--- src/rtl/core/rcag_pkg.sv ---
package rcag_pkg;

  localparam int ADDR_W   = 8;
  localparam int RUN_W    = 8;
  localparam int MASK_W   = 16;
  localparam int TIME_W   = 32;
  localparam int QUAL_W   = 8;
  localparam int DROP_W   = 32;
  localparam int REASON_W = 3;
  localparam int CFG_IDX_W  = 3;
  localparam int CFG_DATA_W = 32;

  typedef logic [REASON_W-1:0] reason_t;

  // Result reason codes
  localparam reason_t REASON_NONE        = 3'd0;
  localparam reason_t REASON_QUALIFYING  = 3'd1;
  localparam reason_t REASON_UNCONFIG    = 3'd2;
  localparam reason_t REASON_BAD_ADDR    = 3'd3;
  localparam reason_t REASON_MISSING_CH  = 3'd4;
  localparam reason_t REASON_RC_STALE    = 3'd5;
  localparam reason_t REASON_STATS_STALE = 3'd6;
  localparam reason_t REASON_QUALITY_0   = 3'd7;

  // Operation codes
  localparam logic OP_FRAME = 1'b0;
  localparam logic OP_QUERY = 1'b1;

  // Configuration register indexes
  typedef logic [CFG_IDX_W-1:0] cfg_idx_t;
  localparam cfg_idx_t REG_ENABLE      = 3'd0;
  localparam cfg_idx_t REG_ADDRESS     = 3'd1;
  localparam cfg_idx_t REG_FRAMES      = 3'd2;
  localparam cfg_idx_t REG_CHAN_MASK   = 3'd3;
  localparam cfg_idx_t REG_FRAME_LIMIT = 3'd4;
  localparam cfg_idx_t REG_STATS_LIMIT = 3'd5;

endpackage

--- src/rtl/core/rc_receiver_admission_gate.sv ---
// Latency: a result beat appears on the cycle after its request beat is taken.
// Throughput: one request beat per clock; req_ready drops only while a
// finished result waits in the output register and rsp_ready is low.
// Reset (rst, synchronous, active high) clears all settings and state:
// not qualified, run 0, drops 0, reason "unconfigured", no result pending.
module rc_receiver_admission_gate (
  input  logic                              clk,
  input  logic                              rst,
  // configuration write port
  input  logic                              cfg_we,
  input  logic [rcag_pkg::CFG_IDX_W-1:0]    cfg_index,
  input  logic [rcag_pkg::CFG_DATA_W-1:0]   cfg_data,
  // request channel
  input  logic                              req_valid,
  output logic                              req_ready,
  input  logic                              operation,
  input  logic [rcag_pkg::TIME_W-1:0]       time_ms,
  input  logic [rcag_pkg::ADDR_W-1:0]       frame_address,
  input  logic [rcag_pkg::MASK_W-1:0]       valid_channels,
  input  logic                              stats_present,
  input  logic [rcag_pkg::QUAL_W-1:0]       quality,
  input  logic [rcag_pkg::TIME_W-1:0]       stats_age_ms,
  // result channel
  output logic                              rsp_valid,
  input  logic                              rsp_ready,
  output logic                              ok,
  output logic                              qualified,
  output logic [rcag_pkg::RUN_W-1:0]        frame_run,
  output logic [rcag_pkg::REASON_W-1:0]     reason,
  output logic [rcag_pkg::DROP_W-1:0]       drops
);
  import rcag_pkg::*;

  // Settings
  logic              admission_enable;
  logic [ADDR_W-1:0] expected_address;
  logic [RUN_W-1:0]  frames_needed;
  logic [MASK_W-1:0] channel_mask_needed;
  logic [TIME_W-1:0] frame_fresh_limit_ms;
  logic [TIME_W-1:0] stats_fresh_limit_ms;
  logic              configured;   // all settings valid, kept registered

  logic              admission_enable_next;
  logic [ADDR_W-1:0] expected_address_next;
  logic [RUN_W-1:0]  frames_needed_next;
  logic [MASK_W-1:0] channel_mask_needed_next;
  logic [TIME_W-1:0] frame_fresh_limit_ms_next;
  logic [TIME_W-1:0] stats_fresh_limit_ms_next;
  logic              configured_next;
  logic              cfg_hit;

  // Admission state
  logic              is_qualified, is_qualified_next;
  logic [RUN_W-1:0]  run_count, run_count_next;
  reason_t           last_reason, last_reason_next;
  logic [DROP_W-1:0] drop_count, drop_count_next;
  logic              frame_seen, frame_seen_next;
  logic [TIME_W-1:0] last_frame_time, last_frame_time_next;
  logic              ok_next;

  logic              accept;
  logic [TIME_W-1:0] gap;
  logic              stale;
  logic [DROP_W-1:0] drop_sat;

  // Output register parts the two sides: a new beat is taken whenever the
  // held result is gone or leaves this cycle.
  assign req_ready = !rsp_valid || rsp_ready;
  assign accept    = req_valid && req_ready;

  // ---------------------------------------------------------------------
  // Settings write decode. Any write to a real register clears the state;
  // the new reason depends on the settings after the write.
  // ---------------------------------------------------------------------
  always_comb begin
    admission_enable_next     = admission_enable;
    expected_address_next     = expected_address;
    frames_needed_next        = frames_needed;
    channel_mask_needed_next  = channel_mask_needed;
    frame_fresh_limit_ms_next = frame_fresh_limit_ms;
    stats_fresh_limit_ms_next = stats_fresh_limit_ms;
    cfg_hit                   = 1'b0;
    if (cfg_we) begin
      cfg_hit = 1'b1;
      unique case (cfg_index)
        REG_ENABLE:      admission_enable_next     = cfg_data[0];
        REG_ADDRESS:     expected_address_next     = cfg_data[ADDR_W-1:0];
        REG_FRAMES:      frames_needed_next        = cfg_data[RUN_W-1:0];
        REG_CHAN_MASK:   channel_mask_needed_next  = cfg_data[MASK_W-1:0];
        REG_FRAME_LIMIT: frame_fresh_limit_ms_next = cfg_data[TIME_W-1:0];
        REG_STATS_LIMIT: stats_fresh_limit_ms_next = cfg_data[TIME_W-1:0];
        default:         cfg_hit = 1'b0;   // indexes past the list: ignored
      endcase
    end
    configured_next = admission_enable_next &&
                      (expected_address_next != '0) &&
                      (frames_needed_next != '0) &&
                      (channel_mask_needed_next != '0) &&
                      (frame_fresh_limit_ms_next != '0) &&
                      (stats_fresh_limit_ms_next != '0);
  end

  // ---------------------------------------------------------------------
  // Single-pass step logic for one request beat.
  // ---------------------------------------------------------------------
  // Gap wraps mod 2^32; with no frame seen the link is always stale.
  assign gap      = time_ms - last_frame_time;
  assign stale    = !frame_seen || (gap > frame_fresh_limit_ms);
  assign drop_sat = (drop_count == '1) ? drop_count : drop_count + 1'b1;

  always_comb begin
    is_qualified_next    = is_qualified;
    run_count_next       = run_count;
    last_reason_next     = last_reason;
    drop_count_next      = drop_count;
    frame_seen_next      = frame_seen;
    last_frame_time_next = last_frame_time;
    ok_next              = 1'b0;

    unique case (operation)
      OP_FRAME: begin
        if (!configured || (frame_address != expected_address) ||
            ((valid_channels & channel_mask_needed) != channel_mask_needed)) begin
          // Rejection: checks in order configured, address, channels
          is_qualified_next    = 1'b0;
          run_count_next       = '0;
          drop_count_next      = drop_sat;
          frame_seen_next      = 1'b0;
          last_frame_time_next = '0;
          if (!configured) begin
            last_reason_next = REASON_UNCONFIG;
          end else if (frame_address != expected_address) begin
            last_reason_next = REASON_BAD_ADDR;
          end else begin
            last_reason_next = REASON_MISSING_CH;
          end
        end else begin
          // Good frame: restart run when stale, else count up to the target
          if (stale) begin
            run_count_next = RUN_W'(1);
          end else if (run_count < frames_needed) begin
            run_count_next = run_count + 1'b1;
          end
          frame_seen_next      = 1'b1;
          last_frame_time_next = time_ms;
          is_qualified_next    = (run_count_next >= frames_needed);
          last_reason_next     = is_qualified_next ? REASON_NONE : REASON_QUALIFYING;
          ok_next              = is_qualified_next;
        end
      end
      OP_QUERY: begin
        if (!configured) begin
          last_reason_next = REASON_UNCONFIG;
        end else if (stale) begin
          // drops and frame_seen are kept on a stale query
          is_qualified_next = 1'b0;
          run_count_next    = '0;
          last_reason_next  = REASON_RC_STALE;
        end else if (is_qualified) begin
          if (stats_present && (stats_age_ms > stats_fresh_limit_ms)) begin
            last_reason_next = REASON_STATS_STALE;
          end else if (stats_present && (quality == '0)) begin
            last_reason_next = REASON_QUALITY_0;
          end else begin
            last_reason_next = REASON_NONE;
            ok_next          = 1'b1;
          end
        end
        // fresh but not qualified: nothing changes
      end
      default: ;
    endcase
  end

  // ---------------------------------------------------------------------
  // Registers
  // ---------------------------------------------------------------------
  always_ff @(posedge clk) begin
    if (rst) begin
      admission_enable     <= 1'b0;
      expected_address     <= '0;
      frames_needed        <= '0;
      channel_mask_needed  <= '0;
      frame_fresh_limit_ms <= '0;
      stats_fresh_limit_ms <= '0;
      configured           <= 1'b0;
      is_qualified         <= 1'b0;
      run_count            <= '0;
      last_reason          <= REASON_UNCONFIG;
      drop_count           <= '0;
      frame_seen           <= 1'b0;
      last_frame_time      <= '0;
      rsp_valid            <= 1'b0;
    end else begin
      admission_enable     <= admission_enable_next;
      expected_address     <= expected_address_next;
      frames_needed        <= frames_needed_next;
      channel_mask_needed  <= channel_mask_needed_next;
      frame_fresh_limit_ms <= frame_fresh_limit_ms_next;
      stats_fresh_limit_ms <= stats_fresh_limit_ms_next;
      configured           <= configured_next;

      if (cfg_hit) begin
        // Settings change wipes the run and the drop count
        is_qualified    <= 1'b0;
        run_count       <= '0;
        drop_count      <= '0;
        frame_seen      <= 1'b0;
        last_frame_time <= '0;
        last_reason     <= configured_next ? REASON_QUALIFYING : REASON_UNCONFIG;
      end else if (accept) begin
        is_qualified    <= is_qualified_next;
        run_count       <= run_count_next;
        last_reason     <= last_reason_next;
        drop_count      <= drop_count_next;
        frame_seen      <= frame_seen_next;
        last_frame_time <= last_frame_time_next;
      end

      if (accept) begin
        rsp_valid <= 1'b1;
      end else if (rsp_ready) begin
        rsp_valid <= 1'b0;
      end
    end
  end

  // Result payload: snapshot of the state after the step
  always_ff @(posedge clk) begin
    if (accept) begin
      ok        <= ok_next;
      qualified <= is_qualified_next;
      frame_run <= run_count_next;
      reason    <= last_reason_next;
      drops     <= drop_count_next;
    end
  end

endmodule
--- config.mk ---
export PLATFORM = sky130hd
export DESIGN_NAME = rc_receiver_admission_gate
export DESIGN_NICKNAME = d
export VERILOG_FILES = /design/src/rtl/core/rcag_pkg.sv /design/src/rtl/core/rc_receiver_admission_gate.sv
export SDC_FILE = /design/constraint.sdc
export NUM_CORES = 1
export LEC_CHECK = 0
export BUFFER_PORTS_ARGS = -buffer_cell sky130_fd_sc_hd__clkbuf_2
export CAP_MARGIN = 20
export CELL_PAD_IN_SITES_DETAIL_PLACEMENT = 1
export CELL_PAD_IN_SITES_GLOBAL_PLACEMENT = 1
export CORE_MARGIN = 2
export CORE_UTILIZATION = 40
export DETAILED_ROUTE_END_ITERATION = 10
export GPL_TIMING_DRIVEN = 1
export PLACE_DENSITY_LB_ADDON = 0.1
export SYNTH_ARGS = -nofsm -noshare
export SYNTH_HDL_FRONTEND = slang
export SYNTH_SLANG_ARGS = --single-unit
--- constraint.sdc ---
create_clock -name clk -period 8.8 [get_ports clk]
set_clock_uncertainty 0.2 [all_clocks]
set_input_delay 0.44 -clock clk [delete_from_list [all_inputs] [get_ports clk]]
set_output_delay 0.44 -clock clk [all_outputs]
set_load 0.005 [all_outputs]
### Yosys cells after proc, flatten, opt, wreduce, memory -nomap -nowiden

Index checks and enable logic that the tools add are counted.

| word-level totals | value |
|---|---|
| ROM bits | 0 |
| input port bits | 138 |
| bits in registers | 221 |
| bits in writable memories | 0 |
| memories | 0 |
| latch bits | 0 |

| cells by class | value |
|---|---|
| multiply operators | 0 |
| div/mod/pow operators | 0 |
| reduce and logical (&&, ||, !) cells | 27 |
| add/sub/neg operators | 3 |
| shifts and indexed selects | 0 |
| magnitude comparators | 4 |
| equal/unequal tests | 8 |
| mux-type cells | 52 |
| bitwise logic cells | 2 |

Operators with widths:

| operator | number |
|---|---|
| $mux 32 | 8 |
| $mux 8 | 11 |
| $gt 32x32->1 | 2 |
| $reduce_bool 32->1 | 2 |
| $add 32x1->32 const B | 1 |
| $eq 32x32->1 const B | 1 |
| $mux 16 | 2 |
| $sub 32x32->32 | 1 |
| $mux 3 | 10 |
| $and 16x16->16 | 1 |
| $mux 1 | 16 |
| $ne 16x16->1 | 1 |
| $pmux 8 s2 | 1 |
| $reduce_bool 16->1 | 1 |
| $reduce_bool 8->1 | 2 |
| $add 8x1->8 const B | 1 |
| $ge 8x8->1 | 1 |
| $logic_and 1x1->1 | 8 |
| $logic_not 8->1 | 1 |
| $lt 8x8->1 | 1 |
| $ne 8x8->1 | 1 |
| $eq 3x2->1 const B | 2 |
| $eq 3x3->1 const B | 2 |
| $pmux 3 s2 | 1 |
| 11 further kinds | 18 |

### Longest topological paths before layout

Gate-level depths: netlist of the first run.

| depth | value |
|---|---|
| word-level depth | 12 |
| gate-level depth with buffers | 29 |
| depth with buffers taken out | 28 |

### Least setup slack after synthesis of the first run

Ideal clock, no wire load.

| timing path | value |
|---|---|
| kind | input -> register |
| start | input time_ms[0] (netlist name) |
| end | register last_reason[0] |
| slack | 2.784 ns |
| arrival time | 5.733 ns |
| stages on the path | 29 |
| library setup time | 0.083 ns |
| data required time | 8.517 ns |
| buffers on the path | 1 |
| cell sequence | inv_1 ha_1 inv_1 fa_1 a21oi_1 o211ai_1 a31oi_1 o21ai_0 o211a_1 nor2_1 a31oi_1 xor2_1 ha_1 nand4_1 nor3_1 nand3_1 a21o_1 a41oi_2 clkbuf_1 nor2_1 ha_1 nand2b_1 a21o_1 a21oi_1 o21ai_0 o41a_1 o21ai_0 nand4_1 o211ai_1 |

| between the ends | value |
|---|---|
| word-level cells in the longest chain between the ends | 12 |
| elaborated cells on any way between the ends | 14 |

Ends and longest elaborated chain:

| item | line | RTL |
|---|---|---|
| start: declaration | rc_receiver_admission_gate.sv:17 | `input logic [rcag_pkg::TIME_W-1:0] time_ms,` |
| $sub 32x32->32 (*) | rc_receiver_admission_gate.sv:107 | `assign gap = time_ms - last_frame_time;` |
| $gt 32x32->1 (*) | rc_receiver_admission_gate.sv:108 | `assign stale = !frame_seen \|\| (gap > frame_fresh_limit_ms);` |
| $logic_or 1x1->1 (*) | rc_receiver_admission_gate.sv:108 |  |
| $mux 8 | rc_receiver_admission_gate.sv:139 | `if (stale) begin` |
| $mux 8 | rc_receiver_admission_gate.sv:122 | `if (!configured \|\| (frame_address != expected_address) \|\|` |
| $mux 8 | rc_receiver_admission_gate.sv:120 | `unique case (operation)` |
| $ge 8x8->1 | rc_receiver_admission_gate.sv:146 | `is_qualified_next = (run_count_next >= frames_needed);` |
| $mux 1 | rc_receiver_admission_gate.sv:147 | `last_reason_next = is_qualified_next ? REASON_NONE : REASON_QUALIFYING;` |
| $mux 3 | rc_receiver_admission_gate.sv:122 |  |
| $pmux 3 s2 (*) | rc_receiver_admission_gate.sv:120 |  |
| $mux 3 (*) | rc_receiver_admission_gate.sv:211 | `end else if (accept) begin` |
| $mux 3 (*) | rc_receiver_admission_gate.sv:203 | `if (cfg_hit) begin` |
| end signal: assignment | rc_receiver_admission_gate.sv:210 | `last_reason <= configured_next ? REASON_QUALIFYING : REASON_UNCONFIG;` |
| end signal: assignment | rc_receiver_admission_gate.sv:214 | `last_reason <= last_reason_next;` |
| end: declaration | rc_receiver_admission_gate.sv:55 | `reason_t last_reason, last_reason_next;` |

Every way passes the cells marked *; elsewhere a longest branch is shown, timed or not. The select of a mux whose other input is x is not followed.
A chain may end at the register's enable or synchronous reset.

### Worst setup path in the final report of the first run

Ends and elaborated chain as after synthesis.

==> flow_summary_export.csv, run 1 <==
group,metric,value,unit
status,status,"finished clean",
worst_setup_path,worstPathArrival,7.37,ns
drt,remaining_drc_errors,0,
floorplan,dieArea,0.03412,mm^2
place,gp_congestion,0.8472,
floorplan,die_w,184.7,um
sta,min_period_over_period,80.73,%
cells_and_area,final_common_cell,"nand2_1",
place,dpl.hpwl,28.64,mm
floorplan,die_h,184.7,um
clock_tree,cts_buffers,27,
synthesis,syn_area,0.01307,mm^2
sta,period_minus_slack,7.104,ns
place,numPortBuffers,184,
sta,setup_ws,1.696,ns
global_route,grt_pass1_wl,62.59,mm
worst_setup_path,cp_slowest_cell,"a41oi_2",
synthesis,yosys.area.top_type,"dfxtp_1",
worst_setup_path,worstPathRequired,9.06,ns
synthesis,postSynthNetCount,1845,
clock_tree,root_buffer,"clkbuf_16",
hold_path,holdPathStages,3,
hold_path,hold_path.class,"in2reg",
synthesis,synth_seq_area_share,37.31,%
global_route,antenna_found_initial,2,
synthesis,synth_top_cell_area_share,26.97,%
power,power_leakage,0.005942,uW
worst_setup_path,worst-path-max-fanout,14,
cells_and_area,drive_above_1_share,14.38,%
sta,setup_tns,0,ns
drt,drt_wl_total,38.87,mm
floorplan,rows,66,
drt,drt-pass1-iter-count,5,
clock_tree,cts_sinks,221,
sta,slew_headroom,32.30,%
worst_setup_path,r2r_cells,27,
synthesis,synth_edf_count,45,
synthesis,yosys-top-cells-area,"dfxtp_1 (27%), ha_1 (11%), edfxtp_1 (10%)",
sta,hold_viol_final,0,
clock_tree,clock_latency,0.54,ns
floorplan,io_pins,185,
power,power.density,162.4,mW/mm^2
cells_and_area,nets,2046,
synthesis,avgSynthCellArea,8.196,um^2
synthesis,yosysWarnings,0,
cells_and_area,multi_input_area,0.007461,mm^2
cells_and_area,nFillCells,3952,
worst_setup_path,r2r_slack,2.01,ns
synthesis,synth_cell_types,75,
power,peakVddDrop,154.1,uV
place,dpl_cell_area,0.01437,mm^2
synthesis,syn_inst,1594,
sta,grt_setup_unrepaired,"no",
drt,vias,12034,
floorplan,core_region_area,0.03237,mm^2
drt,drtIter0Drc,478,
sta,max_freq,0.1408,GHz
drt,drtAntennaViolNets,0,
clock_tree,htreeDepth,1,
sta,drv_slew,0,
drt,wl_per_cell,17.21,um
clock_tree,cts-resized-gates,0,
cells_and_area,area_delta_synth_final,20.95,%
flow_run,drv_cap,0,
synthesis,postSynth.asyncResetShare,0,%
global_route,gr-total-overflow,0,
worst_setup_path,max_stage_delay,0.64,ns
synthesis,synthFlopType,"dfxtp_1",
drt,vias_per_cell,5.329,
worst_setup_path,path_class,"in2reg",
sta,finalSetupViolCount,0,
global_route,track_usage,22.65,%
worst_setup_path,cp-start-kind,"primary input",
clock_tree,postCtsSetupRepairBufs,0,
global_route,grt_pass1_vias,12260,
clock_tree,path_clk_slew,0.06,ns
sta,worst_slew_pin_slew,1.013,ns
synthesis,synth_seq_cells,221,
cells_and_area,layout_common_cells,"nand2_1 (266), clkbuf_2 (183), dfxtp_1 (176)",
clock_tree,cts_buffer_depth,3,
cells_and_area,register_area,0.004875,mm^2
power,p_total,2567,uW
global_route,grt_max_degree,72,
clock_tree,cts_tree,"done",
cells_and_area,fin_area,0.01580,mm^2
worst_setup_path,end_kind,"flip-flop",
floorplan,start_util,40.36,%
place,place_ws,1.739,ns
==> worst max-delay path, delay by kind of cell <==
kind / cells / cell delay [ns]
simple gates: 7 / 1.29
compound gates: 14 / 3.48
xor+xnor: 1 / 0.16
buf+inv: 4 / 0.82
fa+ha+maj: 4 / 1.15
==> worst paths after layout <==
kind,from,end
setup / recovery,time_ms[0],last_reason[0]$_SDFFE_PP0P_
hold / removal,cfg_data[18],stats_fresh_limit_ms[18]$_SDFF_PP0_
setup reg to reg,last_frame_time[0]$_SDFFE_PP0P_,last_reason[0]$_SDFFE_PP0P_
hold reg to reg,frame_fresh_limit_ms[11]$_SDFF_PP0_,frame_fresh_limit_ms[11]$_SDFF_PP0_
==> per-stage QoR <==
| stage | utilization (%) | instances | hold slack, ns |
|---|---|---|---|
| after CTS | 48.76 | 2256 | 0.002262 |
| after global routing | 48.82 | 2258 | 0.01474 |
| final | 48.82 | 2258 | 0.01553 |
| after global placement | 44.30 | 2159 | 0.2582 |
| after detailed placement | 44.38 | 2160 | 0.2663 |
| after floorplan | - | 1594 | 0.2490 |
==> area by class of cell <==
cell class,count,share of cell area (%)
antenna,1,0.01584
timing repair buffer,241,9.454
inverter,125,2.969
tap,442,3.500
clock buffer,32,4.584
clock inverter,17,1.417
sequential,221,30.85
multi-input combinational,1179,47.21
==> sequential cells by signal, summed over array words and instances (netlist names) <==
register,count
drops,32
channel_mask_needed,16
frame_fresh_limit_ms,32
configured,1
rsp_valid,1
ok,1
last_reason,3
admission_enable,1
last_frame_time,32
drop_count,32
frames_needed,8
qualified,1
reason,3
stats_fresh_limit_ms,32
frame_run,8
run_count,8
frame_seen,1
is_qualified,1
expected_address,8
==> cell families after synthesis <==
family,Yosys count,share of synthesized area [%]
compound gates,345,16.84
buf+inv,194,5.660
mux,5,0.4214
fa+ha+maj,113,10.88
simple gates,615,22.12
xor+xnor,101,6.771
flops,221,37.31
==> per-layer routing <==
layer / part of all wire, % / up-vias / wire (um) / GRT usage, %
li1: - / 5959 / - / -
met1: 45 / 5809 / 17300 / 28.27
met2: 50 / 219 / 19490 / 41.61
met3: 3.2 / 47 / 1226 / 2.529
met4: 2.2 / 0 / 853 / 5.270
met5: 0 / - / 0 / 0
==> synth_stat cells (all sizes together) (32+ instances only) <==
master,n
edfxtp,45
clkbuf,57
nand4,32
a22oi,33
nor2,115
nand3,40
dfxtp,176
nor4,46
xor2,37
a21o,40
nand2,266
xnor2,64
a21oi,162
inv,125
o21ai,36
ha,112
==> repair_timing <==
item / 4_1_cts / 5_1_grt
hold buffers: 47 / 0
setup endpoints to repair: 0 / 0
hold endpoints to repair: 60 / 0
==> power by group <==
| part | switching, uW | total, uW | internal (uW) |
|---|---|---|---|
| Combinational | 184 | 319 | 135 |
| Clock | 450 | 1180 | 732 |
| Sequential | 12.2 | 1070 | 1050 |
| Total | 647 | 2570 | 1920 |
Power figures use the tool's default switching activity.
==> inputs of run 2 (changes only) <==
- clock period: 8.8 -> 7.1 ns (I/O delays scaled with it)
==> run 2 against run 1 <==
Critical path depth is the same; sequential share of layout area is 0.28 points lower; cell count grew 0.84%; first-iteration DRC count down 4.0%; core utilization is 0.44 points higher; via count increased by 1.0%; combinational power rose by 28%; non-clock buffer count rose by 20; global-route usage is 0.61 points higher.
==> flow_summary_export.csv, run 2 (synthesis gave the netlist of run 1 again) <==
group,metric,value,unit
status,status,"finished clean",
global_route,grt_pass1_vias,12542,
cells_and_area,nFillCells,3935,
clock_tree,htreeDepth,1,
sta,max_freq,0.1537,GHz
floorplan,core_region_area,0.03237,mm^2
sta,period_minus_slack,6.508,ns
cells_and_area,final_common_cell,"nand2_1",
global_route,track_usage,23.27,%
sta,hold_viol_final,0,
power,power.density,196.6,mW/mm^2
place,gp_congestion,0.8178,
worst_setup_path,worst-path-max-fanout,14,
sta,slew_headroom,36.12,%
sta,drv_slew,0,
drt,remaining_drc_errors,0,
worst_setup_path,worstPathArrival,6.78,ns
cells_and_area,register_area,0.004875,mm^2
cells_and_area,nets,2065,
cells_and_area,multi_input_area,0.007467,mm^2
worst_setup_path,path_class,"in2reg",
clock_tree,cts_buffers,26,
place,numPortBuffers,184,
drt,drt-pass1-iter-count,5,
sta,grt_setup_unrepaired,"no",
place,dpl_cell_area,0.01436,mm^2
clock_tree,cts_sinks,221,
global_route,antenna_found_initial,1,
clock_tree,cts_tree,"done",
cells_and_area,area_delta_synth_final,22.05,%
drt,drtAntennaViolNets,0,
cells_and_area,drive_above_1_share,14.01,%
worst_setup_path,worstPathRequired,7.37,ns
floorplan,start_util,40.36,%
global_route,grt_pass1_wl,64.32,mm
floorplan,die_h,184.7,um
cells_and_area,fin_area,0.01595,mm^2
worst_setup_path,cp-start-kind,"primary input",
clock_tree,clock_latency,0.54,ns
drt,vias_per_cell,5.339,
worst_setup_path,end_kind,"flip-flop",
hold_path,hold_path.class,"in2reg",
worst_setup_path,cp_slowest_cell,"dlygate4sd3_1",
clock_tree,cts_buffer_depth,3,
worst_setup_path,max_stage_delay,0.56,ns
clock_tree,root_buffer,"clkbuf_16",
place,dpl.hpwl,29.09,mm
clock_tree,postCtsSetupRepairBufs,0,
clock_tree,path_clk_slew,0.06,ns
power,p_total,3135,uW
cells_and_area,layout_common_cells,"nand2_1 (266), clkbuf_2 (183), dfxtp_1 (176)",
drt,drtIter0Drc,459,
sta,worst_slew_pin_slew,0.9582,ns
global_route,grt_max_degree,72,
floorplan,io_pins,185,
drt,vias,12157,
power,power_leakage,0.006007,uW
floorplan,dieArea,0.03412,mm^2
sta,setup_tns,0,ns
floorplan,rows,66,
global_route,gr-total-overflow,0,
drt,wl_per_cell,17.43,um
flow_run,drv_cap,0,
sta,min_period_over_period,91.67,%
cells_and_area,postLayoutCoreUtil,49.26,%
floorplan,die_w,184.7,um
power,peakVddDrop,169.7,uV
drt,drt_wl_total,39.70,mm
sta,finalSetupViolCount,0,
## run 2: per-stage QoR
| stage | cells | worst slack (ns) | hold slack, ns |
|---|---|---|---|
| floorplan | 1594 | 1.169 | 0.2490 |
| global placement | 2160 | 0.5840 | 0.2575 |
| detailed placement | 2161 | 0.4103 | 0.2690 |
| CTS | 2275 | 0.3743 | 0.0002843 |
| global route | 2276 | 0.01214 | 0.03328 |
| finish | 2277 | 0.5918 | 0.01564 |
## run 2: layout make-up
cell class | count | share of cell area (%)
Inverter | 125 | 2.943
Clock inverter | 17 | 1.365
Sequential cell | 221 | 30.57
Timing Repair Buffer | 261 | 10.61
Clock buffer | 31 | 4.198
Antenna cell | 1 | 0.01569
Tap cell | 442 | 3.468
Multi-Input combinational cell | 1179 | 46.83
## run 2: worst paths after layout
path                                       start                                  end  slack [ns]  depth (start not counted)
max                                   time_ms[0]          last_reason[0]$_SDFFE_PP0P_        0.59                         30
min reg2reg  frame_fresh_limit_ms[28]$_SDFF_PP0_  frame_fresh_limit_ms[28]$_SDFF_PP0_        0.27                          2
max reg2reg      last_frame_time[1]$_SDFFE_PP0P_          last_reason[0]$_SDFFE_PP0P_        0.80                         26
min                                  cfg_data[0]    channel_mask_needed[0]$_SDFF_PP0_        0.02                          3
## run 2: routing by layer
| layer | vias up | track usage [%] | part of all wire, % |
|---|---|---|---|
| met4 | 0 | 4.667 | 1.8 |
| met3 | 53 | 2.786 | 3.4 |
| met2 | 200 | 42.69 | 50 |
| li1 | 6003 | - | - |
| met5 | - | 0 | 0 |
| met1 | 5901 | 29.25 | 44 |
## run 2: critical path, delay by kind of cell
kind	cells	cell delay [ns]
adder cells (fa/ha/maj)	4	1.16
XOR/XNOR	1	0.16
buffers and inverters	5	1.07
AND/OR/NAND/NOR	7	1.10
AO/OA/AOI/OAI	13	2.90
## run 2: what timing repair did
action | CTS | global route
gates resized for setup | 0 | 2
hold buffers | 66 | 0
endpoints found under the setup margin | 0 | 5
hold endpoints to repair | 123 | 0
## run 2: power by group
group	leakage (uW)	total (uW)	switching [uW]	internal [uW]
logic	0.00371	407	232	175
clock network	0.000431	1410	555	853
registers	0.00187	1320	15.0	1310
total	0.00601	3130	802	2330
